**config.mk**
```make
export PLATFORM = sky130hd
export DESIGN_NAME = whm_datapath
export DESIGN_NICKNAME = d
export VERILOG_FILES = /design/src/rtl/whm_pkg.sv /design/src/rtl/whm_datapath.sv
export SDC_FILE = /design/constraint.sdc
export NUM_CORES = 2
export LEC_CHECK = 0
export BUFFER_PORTS_ARGS = -buffer_cell sky130_fd_sc_hd__buf_2
export CAP_MARGIN = 5
export CORE_ASPECT_RATIO = 1.25
export CORE_MARGIN = 3
export CORE_UTILIZATION = 40
export DETAILED_ROUTE_END_ITERATION = 7
export PLACE_DENSITY_LB_ADDON = 0.1
export SETUP_SLACK_MARGIN = 0.02
export SYNTH_ARGS = -nofsm -noshare
export SYNTH_HDL_FRONTEND = slang
export SYNTH_SLANG_ARGS = --single-unit
```
**constraint.sdc**
```tcl
create_clock -name i_clk -period 12.48 [get_ports i_clk]
set_input_delay 0.624 -clock i_clk [delete_from_list [all_inputs] [get_ports i_clk]]
set_output_delay 0.624 -clock i_clk [all_outputs]
set_load 0.05 [all_outputs]
```
**src/rtl/whm_pkg.sv**
```systemverilog
`timescale 1ns / 1ps
// Shared types, constants and character helpers for the wildcard host-name matcher.
package whm_pkg;

    localparam int MAX_NAME_LEN_DEF = 256;

    localparam logic [7:0] CH_STAR = 8'h2A;
    localparam logic [7:0] CH_DOT  = 8'h2E;
    localparam logic [7:0] CH_DASH = 8'h2D;

    typedef enum logic [1:0] {
        CMD_APPEND_DOMAIN = 2'd0,
        CMD_APPEND_REF    = 2'd1,
        CMD_COMPARE       = 2'd2,
        CMD_NOP           = 2'd3
    } t_cmd;

    typedef enum logic [2:0] {
        ST_IDLE,
        ST_FIRST,
        ST_SECOND,
        ST_LOCK,
        ST_WILD,
        ST_FAIL,
        ST_PASS
    } t_state;

    typedef struct packed {
        logic append_d;
        logic append_p;
        logic start;
        logic dec_d;
        logic dec_p;
        logic capture;
        logic finish;
        logic verdict;
        logic busy;
    } t_dp_cmd;

    typedef struct packed {
        logic d_zero;
        logic p_zero;
        logic d_one;
        logic p_one;
        logic d_end;
        logic p_end;
        logic d_name;
        logic eq_fold;
        logic first_star;
        logic first_name;
        logic first_eq;
        logic ovf;
        logic dtext_zero;
        logic ptext_zero;
        logic out_valid;
    } t_dp_status;

    function automatic logic is_name_char(input logic [7:0] c);
        is_name_char = (c >= 8'h30 && c <= 8'h39) || (c >= 8'h61 && c <= 8'h7A) ||
                       (c >= 8'h41 && c <= 8'h5A) || (c == CH_DASH);
    endfunction

    function automatic logic [7:0] fold_case(input logic [7:0] c);
        fold_case = (c >= 8'h41 && c <= 8'h5A) ? (c + 8'd32) : c;
    endfunction

endpackage

```
**src/rtl/whm_datapath.sv**
```systemverilog
`timescale 1ns / 1ps
// Datapath of the host-name matcher: both byte stores, counters, scan pointers and result word.
module whm_datapath import whm_pkg::*; #(
    parameter int MAX_NAME_LEN = MAX_NAME_LEN_DEF
) (
    input  logic       i_clk,
    input  logic       i_rst_n,
    input  t_dp_cmd    i_cmd,
    input  logic [7:0] i_char_byte,
    input  logic       i_out_ready,
    output t_dp_status o_status,
    output logic       o_valid,
    output logic       o_matched,
    output logic       o_too_long
);

    localparam int AW = (MAX_NAME_LEN > 1) ? $clog2(MAX_NAME_LEN) : 1;
    localparam int CW = $clog2(MAX_NAME_LEN + 1);
    localparam logic [CW-1:0] FULL = CW'(MAX_NAME_LEN);
    localparam logic [CW-1:0] ONE  = CW'(1);

    logic [7:0] r_dmem [MAX_NAME_LEN];
    logic [7:0] r_pmem [MAX_NAME_LEN];

    logic [CW-1:0] r_dlen, r_plen, r_dtext, r_ptext, r_dcnt, r_pcnt;
    logic [CW-1:0] n_dcnt, n_pcnt;
    logic          r_dzero_seen, r_pzero_seen, r_ovf, r_snap;
    logic [7:0]    r_db, r_pb;
    logic          r_first_star, r_first_name, r_first_eq;
    logic          r_out_valid, r_matched, r_too_long;
    logic [AW-1:0] d_rd_addr, p_rd_addr;
    logic          d_full, p_full;

    assign d_full = (r_dlen == FULL);
    assign p_full = (r_plen == FULL);

    always_comb begin
        if (i_cmd.start) begin
            n_dcnt = r_dtext;
        end else if (i_cmd.dec_d) begin
            n_dcnt = r_dcnt - ONE;
        end else begin
            n_dcnt = r_dcnt;
        end
        if (i_cmd.start) begin
            n_pcnt = r_ptext;
        end else if (i_cmd.dec_p) begin
            n_pcnt = r_pcnt - ONE;
        end else begin
            n_pcnt = r_pcnt;
        end
    end

    assign d_rd_addr = AW'(n_dcnt - ONE);
    assign p_rd_addr = AW'(n_pcnt - ONE);

    always_ff @(posedge i_clk) begin
        if (i_cmd.append_d && !d_full) begin
            r_dmem[r_dlen[AW-1:0]] <= i_char_byte;
        end
        r_db <= r_dmem[d_rd_addr];
    end

    always_ff @(posedge i_clk) begin
        if (i_cmd.append_p && !p_full) begin
            r_pmem[r_plen[AW-1:0]] <= i_char_byte;
        end
        r_pb <= r_pmem[p_rd_addr];
    end

    always_ff @(posedge i_clk) begin
        if (!i_rst_n) begin
            r_dlen       <= '0;
            r_plen       <= '0;
            r_dtext      <= '0;
            r_ptext      <= '0;
            r_dzero_seen <= 1'b0;
            r_pzero_seen <= 1'b0;
            r_ovf        <= 1'b0;
            r_dcnt       <= '0;
            r_pcnt       <= '0;
            r_out_valid  <= 1'b0;
        end else begin
            r_dcnt <= n_dcnt;
            r_pcnt <= n_pcnt;
            if (i_cmd.start) begin
                r_dlen       <= '0;
                r_plen       <= '0;
                r_dtext      <= '0;
                r_ptext      <= '0;
                r_dzero_seen <= 1'b0;
                r_pzero_seen <= 1'b0;
                r_ovf        <= 1'b0;
            end else begin
                if (i_cmd.append_d) begin
                    if (d_full) begin
                        r_ovf <= 1'b1;
                    end else begin
                        r_dlen <= r_dlen + ONE;
                        if (!r_dzero_seen) begin
                            if (i_char_byte == 8'd0) begin
                                r_dzero_seen <= 1'b1;
                            end else begin
                                r_dtext <= r_dtext + ONE;
                            end
                        end
                    end
                end
                if (i_cmd.append_p) begin
                    if (p_full) begin
                        r_ovf <= 1'b1;
                    end else begin
                        r_plen <= r_plen + ONE;
                        if (!r_pzero_seen) begin
                            if (i_char_byte == 8'd0) begin
                                r_pzero_seen <= 1'b1;
                            end else begin
                                r_ptext <= r_ptext + ONE;
                            end
                        end
                    end
                end
            end
            if (i_cmd.finish) begin
                r_out_valid <= 1'b1;
            end else if (i_out_ready) begin
                r_out_valid <= 1'b0;
            end
        end
    end

    always_ff @(posedge i_clk) begin
        if (i_cmd.start) begin
            r_snap <= r_ovf;
        end
        if (i_cmd.capture) begin
            r_first_star <= (r_pb == CH_STAR);
            r_first_name <= is_name_char(r_db);
            r_first_eq   <= (fold_case(r_db) == fold_case(r_pb));
        end
        if (i_cmd.finish) begin
            r_matched  <= i_cmd.verdict;
            r_too_long <= r_snap;
        end
    end

    always_comb begin
        o_status.d_zero     = (r_dcnt == '0);
        o_status.p_zero     = (r_pcnt == '0);
        o_status.d_one      = (r_dcnt == ONE);
        o_status.p_one      = (r_pcnt == ONE);
        o_status.d_end      = (r_dcnt == '0) || (r_db == CH_DOT);
        o_status.p_end      = (r_pcnt == '0) || (r_pb == CH_DOT);
        o_status.d_name     = is_name_char(r_db);
        o_status.eq_fold    = (fold_case(r_db) == fold_case(r_pb));
        o_status.first_star = r_first_star;
        o_status.first_name = r_first_name;
        o_status.first_eq   = r_first_eq;
        o_status.ovf        = r_ovf;
        o_status.dtext_zero = (r_dtext == '0);
        o_status.ptext_zero = (r_ptext == '0);
        o_status.out_valid  = r_out_valid;
    end

    assign o_valid    = r_out_valid;
    assign o_matched  = r_matched;
    assign o_too_long = r_too_long;

endmodule

```
==> flow_summary.ini <==
[sta]
fin_tns_setup_ns = 0
finalCritPeriodShare_pct = 55.2
hold_viol = 0
finalSetupViolations = 0
drv_slew = 0
rsz0062_at_grt = false
setup_ws_ns = 5.60
fmax_mhz = 145
finClkSkew_ns = 0.0466
period_minus_slack_ns = 6.88
maxSlewHeadroom_pct = 8.77
worstMarginPinSlew_ns = 1.33

[setup_path]
start_kind = input port
r2r_start = r_dcnt[0]
cp-end-kind = flop
crit_top_cell = buf_4
crit_start = i_cmd[6]
crit_type = input port to flop
endpoint = r_db[0]
worstPathMaxFanout = 104
r2r_end = r_db[0]
reg2regPathDepth = 17
slowest_stage = buf_4
cpPeakStageDelay_ns = 0.77
reg2reg_slack_ns = 5.94
cp.arrival_ns = 7.73
crit_path_cell_trace = dlygate4sd3_1 -> buf_8 -> buf_12 -> nor2b_4 -> buf_4 -> a21oi_4 -> inv_6 -> ha_4 -> buf_12 -> buf_4 -> buf_4 -> mux4_2 -> nand2_1 -> a21oi_1 -> a211oi_1 -> a311oi_1 -> a211oi_1 -> o21ai_0 -> nand4_1 -> o31ai_1
crit_required_ns = 13.33

[global_routing]
antenna_found_initial = 25
grt_pass1_vias = 97800
grt-ovfl-total = 0
grt_max_degree = 173
track_usage_pct = 25.3
grt_pass1_wl_um = 777000

[synthesis]
synthFlopType = edfxtp_1
synth_top_area_share_pct = 72.1
netlist_instances = 9804
async_flop_share_pct = 0
synth_edf_count = 4102
synth_common_cells = edfxtp_1, nand2_1, mux4_2, nor2_1, clkbuf_1
synth.net_count = 9846
ys_seq_elements = 4176
ys_warn_count = 0
syn_area_per_cell_um2 = 17.4
yosysUniqueCellTypes = 93
synth_area_um2 = 171000
synthTopCellsByArea = edfxtp_1, mux4_2, nand2_1
synth_seq_area_share_pct = 72.9
synth.most_common_cell = edfxtp_1
yosysTopAreaCell = edfxtp_1

[clock_network]
ctsResizeCount = 0
cts_hold_buf = 9
htreeDepth = 5
cts_root_buffer = clkbuf_16
cts.clk_slew.worst_paths_ns = 0.06
cts_max_path_buffers = 4
cts_setup_buffers = 0
cts_buffers = 428
cts.sinks = 4176
cts_tree = yes
clock_latency_ns = 1.01

[layout]
syn_to_final_growth_pct = 12.0
fin_nets = 9905
num-fill-cells = 36700
seqCellArea_um2 = 125000
multi_input_area_um2 = 43500
final_area_um2 = 191000
drive_above_1_share_pct = 18.7

[route]
routed_wl_um = 558000
dr.pass1.iters = 6
routed_via_density = 6.06
drcViolationCount = 0
vias = 96200
drt-initial-drc-count = 10100
ant_nets = 0
wl_per_cell_um = 35.2

[job]
cap_viol_max_count = 0

[die]
io_pins = 38
die_h_um = 737
initial_core_util_pct = 40.3
core_um2 = 424000
die_area_um2 = 435000
dieWidth_um = 591
rows = 267

[placement]
portBuffers = 36
place_area_um2 = 178000
place.gp.congestion = 0.864
dpl_worst_slack_ns = 5.24
dpl.hpwl_um = 337000

[pwr]
vdd_ir_drop_max_v = 0.000129
p_leak_nw = 59.5
p_per_area_nw_per_um2 = 171

[status]
status = finished, final reports clean

[min_path]
hold_path_class = input port to flop
==> cell families after synthesis <==
kind of cell / count (synthesis) / synth area share, %
adders and majority gates: 22 / 0.161
and+or+nand+nor: 2494 / 6.38
AOI/OAI and AO/OA: 1101 / 4.50
muxes: 1233 / 13.7
buffers and inverters: 709 / 1.88
DFF: 4176 / 72.9
xor gates and xnor gates: 69 / 0.380
==> routing by layer <==
layer  GRT usage, %  wire (µm)  share of wire [%]
met1           31.9     214000                 38
met2           42.7     277000                 50
met3           3.78      35700                6.4
met4           12.6      31500                5.6
met5              0        109              0.020
==> how the worst min path moves through the flow <==
| stage | endpoint | startpoint | slack [ns] | cells after the start |
|---|---|---|---|---|
| CTS | r_pmem[231][5] | i_char_byte[5] | 0.02 | 1 |
| finish | r_pmem[226][5] | i_char_byte[5] | 0.11 | 1 |
| floorplan | o_too_long | r_snap | 0.40 | 0 |
| detailed placement | o_too_long | r_snap | 0.41 | 0 |
| global route | r_pmem[226][5] | i_char_byte[5] | 0.06 | 1 |
| global placement | o_too_long | r_snap | 0.42 | 0 |
==> final cells by class <==
cell class	count	share of cell area, %
inverter	28	0.0738
clock buffer	520	5.88
tap	5649	3.69
clock inverter	249	1.09
antenna	19	0.0248
multi-input combinational	4919	22.7
sequential	4176	65.1
timing repair buffer	310	1.41
==> power by group <==
group / switching, mW / internal, mW
sequential: 0.0899 / 15.4
clock: 5.48 / 7.00
combinational: 3.19 / 1.46
==> layout by cell type, fill, tap and decap left out, types with 74 or more instances in the layout <==
cell	count
clkbuf_1	81
buf_4	237
edfxtp_1	4102
nor3_1	170
o21ai_0	132
clkinv_2	74
nand3_1	222
mux4_2	887
clkbuf_16	436
a211oi_1	122
clkinv_1	109
mux2i_1	308
o22ai_1	166
nor2_1	776
nand2_1	918
a21oi_1	165
nand4_1	80
==> critical path: cells and delay by family <==
kind	cells	cell delay, ns
fa+ha+maj	1	0.52
simple gates	3	0.43
compound gates	7	1.30
buf+inv	8	4.09
mux	1	0.39
==> registers in the layout (all words and copies together), names as in the netlist <==
name          count
r_db              8
o_too_long        1
r_pmem         2048
r_pcnt            9
r_snap            1
r_dtext           9
r_dlen            9
o_matched         1
r_dcnt            9
r_pb              8
r_first_star      1
r_plen            9
r_first_eq        1
r_dzero_seen      1
r_dmem         2048
r_ovf             1
r_first_name      1
o_valid           1
r_pzero_seen      1
r_ptext           9
==> through the flow <==
step | cells | total power [mW] | hold slack, ns | util, %
3_3_place_gp | 15100 | 20.4 | 0.415 | 42.0
6_report | 15900 | 32.7 | 0.106 | 45.1
2_1_floorplan | 9804 | 18.3 | 0.400 | -
3_5_place_dp | 15100 | 20.5 | 0.412 | 42.0
4_1_cts | 15900 | 32.9 | 0.0190 | 45.1
5_1_grt | 15900 | 33.6 | 0.0560 | 45.1
Note: power is estimated with default switching activity, not from simulation.
