<file path="config.mk">
export PLATFORM = sky130hd
export DESIGN_NAME = whm_ctrl
export DESIGN_NICKNAME = d
export VERILOG_FILES = /design/src/rtl/whm_pkg.sv /design/src/rtl/whm_ctrl.sv
export SDC_FILE = /design/constraint.sdc
export NUM_CORES = 1
export LEC_CHECK = 0
export ABC_AREA = 1
export ABC_CLOCK_PERIOD_IN_PS = 1100
export BUFFER_PORTS_ARGS = -buffer_cell sky130_fd_sc_hd__clkbuf_2
export CORE_AREA = 2 2 39 41
export CTS_BUF_LIST = sky130_fd_sc_hd__clkbuf_2 sky130_fd_sc_hd__clkbuf_4 sky130_fd_sc_hd__clkbuf_8
export CTS_CLUSTER_DIAMETER = 80
export DETAILED_ROUTE_END_ITERATION = 12
export DIE_AREA = 0 0 41 43
export GPL_ROUTABILITY_DRIVEN = 0
export PLACE_DENSITY = 0.71
export RECOVER_POWER = 25
export REMOVE_ABC_BUFFERS = 1
export SYNTH_ARGS = -nofsm -noshare
export SYNTH_HDL_FRONTEND = slang
export SYNTH_SLANG_ARGS = --single-unit
</file>
<file path="constraint.sdc">
create_clock -name i_clk -period 1.1 [get_ports i_clk]
set_input_delay 0.055 -clock i_clk [delete_from_list [all_inputs] [get_ports i_clk]]
set_output_delay 0.055 -clock i_clk [all_outputs]
set_load 0.01 [all_outputs]
</file>
<file path="src/rtl/whm_pkg.sv">
`timescale 1ns / 1ps
// Shared types, constants and character helpers for the wildcard host-name matcher.
package whm_pkg;

    localparam int MAX_NAME_LEN_DEF = 256;

    localparam logic [7:0] CH_STAR = 8'h2A;
    localparam logic [7:0] CH_DOT  = 8'h2E;
    localparam logic [7:0] CH_DASH = 8'h2D;

    typedef enum logic [1:0] {
        CMD_APPEND_DOMAIN = 2'd0,
        CMD_APPEND_REF    = 2'd1,
        CMD_COMPARE       = 2'd2,
        CMD_NOP           = 2'd3
    } t_cmd;

    typedef enum logic [2:0] {
        ST_IDLE,
        ST_FIRST,
        ST_SECOND,
        ST_LOCK,
        ST_WILD,
        ST_FAIL,
        ST_PASS
    } t_state;

    typedef struct packed {
        logic append_d;
        logic append_p;
        logic start;
        logic dec_d;
        logic dec_p;
        logic capture;
        logic finish;
        logic verdict;
        logic busy;
    } t_dp_cmd;

    typedef struct packed {
        logic d_zero;
        logic p_zero;
        logic d_one;
        logic p_one;
        logic d_end;
        logic p_end;
        logic d_name;
        logic eq_fold;
        logic first_star;
        logic first_name;
        logic first_eq;
        logic ovf;
        logic dtext_zero;
        logic ptext_zero;
        logic out_valid;
    } t_dp_status;

    function automatic logic is_name_char(input logic [7:0] c);
        is_name_char = (c >= 8'h30 && c <= 8'h39) || (c >= 8'h61 && c <= 8'h7A) ||
                       (c >= 8'h41 && c <= 8'h5A) || (c == CH_DASH);
    endfunction

    function automatic logic [7:0] fold_case(input logic [7:0] c);
        fold_case = (c >= 8'h41 && c <= 8'h5A) ? (c + 8'd32) : c;
    endfunction

endpackage

</file>
<file path="src/rtl/whm_ctrl.sv">
`timescale 1ns / 1ps
// Controller of the host-name matcher: input handshake and the right-to-left label scan.
module whm_ctrl import whm_pkg::*; (
    input  logic       i_clk,
    input  logic       i_rst_n,
    input  logic       i_valid,
    input  logic [1:0] i_command,
    input  logic       i_out_ready,
    input  t_dp_status i_status,
    output logic       o_ready,
    output t_dp_cmd    o_cmd
);

    t_state r_state, n_state;
    t_cmd   cmd;
    logic   out_free, accept, label_next, both_zero;

    assign cmd        = t_cmd'(i_command);
    assign out_free   = !i_status.out_valid || i_out_ready;
    assign o_ready    = (r_state == ST_IDLE) && ((cmd != CMD_COMPARE) || out_free);
    assign accept     = i_valid && o_ready;
    assign both_zero  = i_status.d_zero && i_status.p_zero;
    assign label_next = !i_status.d_zero && !i_status.p_zero &&
                        !i_status.d_one && !i_status.p_one;

    always_ff @(posedge i_clk) begin
        if (!i_rst_n) begin
            r_state <= ST_IDLE;
        end else begin
            r_state <= n_state;
        end
    end

    always_comb begin
        n_state = r_state;
        case (r_state)
            ST_IDLE: begin
                if (accept && cmd == CMD_COMPARE) begin
                    if (i_status.ovf || i_status.dtext_zero || i_status.ptext_zero) begin
                        n_state = ST_FAIL;
                    end else begin
                        n_state = ST_FIRST;
                    end
                end
            end
            ST_FIRST: begin
                n_state = ST_SECOND;
            end
            ST_SECOND: begin
                if (i_status.first_star && i_status.p_end) begin
                    n_state = i_status.first_name ? ST_WILD : ST_FAIL;
                end else begin
                    n_state = (i_status.first_name && i_status.first_eq) ? ST_LOCK : ST_FAIL;
                end
            end
            ST_LOCK: begin
                if (i_status.d_end && i_status.p_end) begin
                    if (both_zero) begin
                        n_state = ST_PASS;
                    end else if (label_next) begin
                        n_state = ST_FIRST;
                    end else begin
                        n_state = ST_FAIL;
                    end
                end else if (i_status.d_end || i_status.p_end) begin
                    n_state = ST_FAIL;
                end else if (!(i_status.d_name && i_status.eq_fold)) begin
                    n_state = ST_FAIL;
                end
            end
            ST_WILD: begin
                if (i_status.d_end) begin
                    if (both_zero) begin
                        n_state = ST_PASS;
                    end else if (label_next) begin
                        n_state = ST_FIRST;
                    end else begin
                        n_state = ST_FAIL;
                    end
                end else if (!i_status.d_name) begin
                    n_state = ST_FAIL;
                end
            end
            ST_FAIL: begin
                n_state = ST_IDLE;
            end
            ST_PASS: begin
                n_state = ST_IDLE;
            end
            default: begin
                n_state = ST_IDLE;
            end
        endcase
    end

    always_comb begin
        o_cmd      = '0;
        o_cmd.busy = (r_state != ST_IDLE);
        case (r_state)
            ST_IDLE: begin
                o_cmd.append_d = accept && (cmd == CMD_APPEND_DOMAIN);
                o_cmd.append_p = accept && (cmd == CMD_APPEND_REF);
                o_cmd.start    = accept && (cmd == CMD_COMPARE);
            end
            ST_FIRST: begin
                o_cmd.capture = 1'b1;
                o_cmd.dec_d   = 1'b1;
                o_cmd.dec_p   = 1'b1;
            end
            ST_SECOND: begin
                o_cmd.capture = 1'b0;
            end
            ST_LOCK: begin
                if (i_status.d_end && i_status.p_end) begin
                    o_cmd.dec_d = label_next;
                    o_cmd.dec_p = label_next;
                end else if (!i_status.d_end && !i_status.p_end &&
                             i_status.d_name && i_status.eq_fold) begin
                    o_cmd.dec_d = 1'b1;
                    o_cmd.dec_p = 1'b1;
                end
            end
            ST_WILD: begin
                if (i_status.d_end) begin
                    o_cmd.dec_d = label_next;
                    o_cmd.dec_p = label_next;
                end else begin
                    o_cmd.dec_d = i_status.d_name;
                end
            end
            ST_FAIL: begin
                o_cmd.finish  = 1'b1;
                o_cmd.verdict = 1'b0;
            end
            ST_PASS: begin
                o_cmd.finish  = 1'b1;
                o_cmd.verdict = 1'b1;
            end
            default: begin
                o_cmd.finish = 1'b0;
            end
        endcase
    end

endmodule

</file>
==> results.sh <==
export IMPL_maxCapViolCount=0
export IMPL_wl_um=1561
export IMPL_synth_most_common_cell="nor2_1"
export IMPL_synth_top_cell_area_share_pct=17.07
export IMPL_synthXorXnorAreaFrac_pct=0
export IMPL_synth_common_cells="21 x nor2_1, 16 x nand2_1, 14 x inv_1"
export IMPL_fin_nets=164
export IMPL_routedWlPerCell_um=9.880
export IMPL_seq_area_frac_synth_pct=13.01
export IMPL_synth_top_area_cell="nor2_1"
export IMPL_die_y_um=43
export IMPL_top_regs="r_state x3"
export IMPL_nFillCells=120
export IMPL_p_seq_share_pct=12.2
export IMPL_min_delay_path_class="in -> reg"
export IMPL_cts_max_path_buffers=2
export IMPL_pwr_share_comb_pct=77.9
export IMPL_regMostFlops="r_state"
export IMPL_grt_pass1_vias=637
export IMPL_synth_compound_area_share_pct=15.72
export IMPL_cts_sink_count=3
export IMPL_switching_share_pct=43.95
export IMPL_io_buffer_count=30
export IMPL_clkLatencyLatePin_ns=0.22
export IMPL_start_util_pct=33.36
export IMPL_dr_pass1_iters=4
export IMPL_synth_area_um2=461.7
export IMPL_grt_max_degree=6
export IMPL_violations="negative setup slack"
export IMPL_area_growth_pct=98.92
export IMPL_core_area_um2=1384
export IMPL_path_buf_inv=2
export IMPL_synth_top_family_by_area="simple AND/OR/NAND/NOR gates"
export IMPL_cp_top_family="simple AND/OR/NAND/NOR gates"
export IMPL_worstSetupStartpointType="register"
export IMPL_pin_count=31
export IMPL_setup_viol=13
export IMPL_fin_ws_ns=-0.3172
export IMPL_track_usage_pct=19.04
export IMPL_cts_root_buf="clkbuf_4"
export IMPL_synth_simple_area_share_pct=56.64
export IMPL_reg2reg_depth=10
export IMPL_r2r_slack_ns=-0.22
export IMPL_holdPathEnd="r_state[1]$_SDFFE_PN0P_"
export IMPL_clkTransAtPathRegs_ns=0.04
export IMPL_seqCellArea_um2=71.32
export IMPL_r2r_start="r_state[1]$_SDFFE_PN0P_"
export IMPL_largest_register_ffs=3
export IMPL_max_freq_mhz=705.6
export IMPL_ant_nets=0
export IMPL_cellPowerDensity_nw_per_um2=2326
export IMPL_rsz0062_at_grt="yes"
export IMPL_syn_area_per_cell_um2=5.247
export IMPL_m1WireLength_um=609
export IMPL_topRoutingLayerUsed="met3"
export IMPL_vias=738
export IMPL_die_area_um2=1763
export IMPL_ys_warn_count=0
export IMPL_clkPwrFrac_pct=9.9
export IMPL_synth_edf_count=0
export IMPL_yosys_register_bits=3
export IMPL_synth_mux_area_share_pct=0
export IMPL_placedCellCount=145
export IMPL_antenna_found_initial=0
export IMPL_p_int_mw=1.197
export IMPL_synthTopCellsByArea="nor2_1 17%, dfxtp_1 13%, nand2_1 13%, inv_1 11%, nand3_1 9.8%"
export IMPL_hold_start="i_rst_n"
export IMPL_slowest_stage="dfxtp_4"
export IMPL_worst_slew_pin_slew_ns=0.2158
export IMPL_cts_buffers=3
export IMPL_met2_length_um=918
export IMPL_path_max_fanout=4
export IMPL_r2r_end="r_state[0]$_SDFFE_PN0P_"
export IMPL_finalHoldViolations=0
export IMPL_skew_ns=0.0004616
export IMPL_crit_path_cell_trace="nor2_4 -> nand2_4 -> a31oi_4 -> and2_4 -> nand2_1 -> inv_1 -> buf_2"
export IMPL_power_leakage_nw=0.5156
export IMPL_placementRows=14
export IMPL_crit_arrival_ns=1.36
export IMPL_finalSetupTns_ns=-2.578
export IMPL_async_flop_share_pct=0
export IMPL_vias_per_cell=4.671
export IMPL_peakVddDrop_v=0.0008997
export IMPL_synthFlopType="dfxtp_1"
export IMPL_finalCritPeriodShare_pct=128.8
export IMPL_p_sw_mw=0.9388
export IMPL_drive_above_1_share_pct=57.04
export IMPL_drt_iter0_drc=15
export IMPL_whs_path_depth=3
export IMPL_diodes=0
export IMPL_max_stage_delay_ns=0.35
export IMPL_h_tree_depth=1
export IMPL_cts_tree="built"
export IMPL_synthAdderAreaFrac_pct=0
export IMPL_end_kind="primary output"
export IMPL_required_ns=1.04
export IMPL_drcViolationCount=0
export IMPL_yosysUniqueCellTypes=16
export IMPL_die_w_um=41
export IMPL_multi_input_area_um2=404.1
export IMPL_maxSlewHeadroom_pct=85.55
export IMPL_min_period_ns=1.417
export IMPL_drv_slew=0
export IMPL_hold_ws_ns=0.06334
export IMPL_gr_total_overflow=0
export IMPL_synthCells=88
export IMPL_hpwl_um=1041
export IMPL_wl_met3_um=34
export IMPL_critPathKind="reg -> out"
export IMPL_fin_cells=158
export IMPL_outcome="finished with violations"
export IMPL_grt_first_pass_wirelength_um=2408
==> metrics by stage <==
step / cell area, um^2 / util, % / setup slack (ns) / total power [mW]
after floorplan: 461.7 / - / -0.06132 / 0.8914
after global placement: 714.4 / 51.63 / -0.1256 / 1.334
after detailed placement: 714.4 / 51.63 / -0.1377 / 1.347
after CTS: 865.8 / 62.57 / -0.2824 / 1.988
after global routing: 918.4 / 66.37 / -0.3772 / 2.300
final: 918.4 / 66.37 / -0.3172 / 2.136
==> metal layers <==
layer  up-vias  GRT usage, %
met3         0             0
met5         -             0
met2        13         37.19
met1       340         20.77
li1        385             -
met4         0         4.000
==> power by group through the flow <==
stage | Sequential, mW | Clock (mW) | Combinational (mW)
6_report | 0.261 | 0.211 | 1.66
3_5_place_dp | 0.220 | 0 | 1.13
2_1_floorplan | 0.213 | 0 | 0.678
5_1_grt | 0.269 | 0.223 | 1.81
3_3_place_gp | 0.218 | 0 | 1.12
4_1_cts | 0.261 | 0.210 | 1.52
==> worst min-delay path: cells and delay by family <==
kind | cells | cell delay (ns)
AO/OA/AOI/OAI | 1 | 0.06
buffers and inverters | 2 | 0.14
==> cells in the final DEF (no fill, tap or decap), drive strengths merged <==
| cell type | instances |
|---|---|
| a21oi | 2 |
| a31oi | 2 |
| and2 | 1 |
| buf | 26 |
| clkbuf | 28 |
| dfxtp | 3 |
| inv | 18 |
| nand2 | 19 |
| nand3 | 11 |
| nor2 | 25 |
| nor3 | 1 |
| o211ai | 2 |
| o21ai | 4 |
==> kinds of logic after synthesis <==
group / count (synthesis)
AND/OR/NAND/NOR: 57
AO/OA/AOI/OAI: 10
flip-flops: 3
buffers and inverters: 18
==> cell type report <==
| type | count | area share, % |
|---|---|---|
| multi-input combinational | 67 | 44.01 |
| timing repair buffer | 50 | 35.42 |
| sequential | 3 | 7.766 |
| inverter | 18 | 7.357 |
| clock buffer | 4 | 3.270 |
| tap | 16 | 2.180 |
==> how the worst max path moves through the flow <==
stage	startpoint	endpoint	slack [ns]	depth (start not counted)
finish	r_state[1]$_SDFFE_PN0P_	o_cmd[8]	-0.32	7
CTS	r_state[0]$_SDFFE_PN0P_	o_cmd[6]	-0.28	7
detailed placement	r_state[1]$_SDFFE_PN0P_	o_cmd[6]	-0.14	7
global route	r_state[1]$_SDFFE_PN0P_	o_cmd[5]	-0.38	8
floorplan	r_state[1]$_SDFFE_PN0P_	o_cmd[6]	-0.06	6
global placement	r_state[1]$_SDFFE_PN0P_	o_cmd[7]	-0.13	7
==> repair_timing <==
action,in CTS,in global routing
resized for setup,23,12
buffers inserted,6,3
hold buffers,0,0
setup endpoints to repair,13,13
pin swaps,5,9
Note: power is estimated with default switching activity, not from simulation.
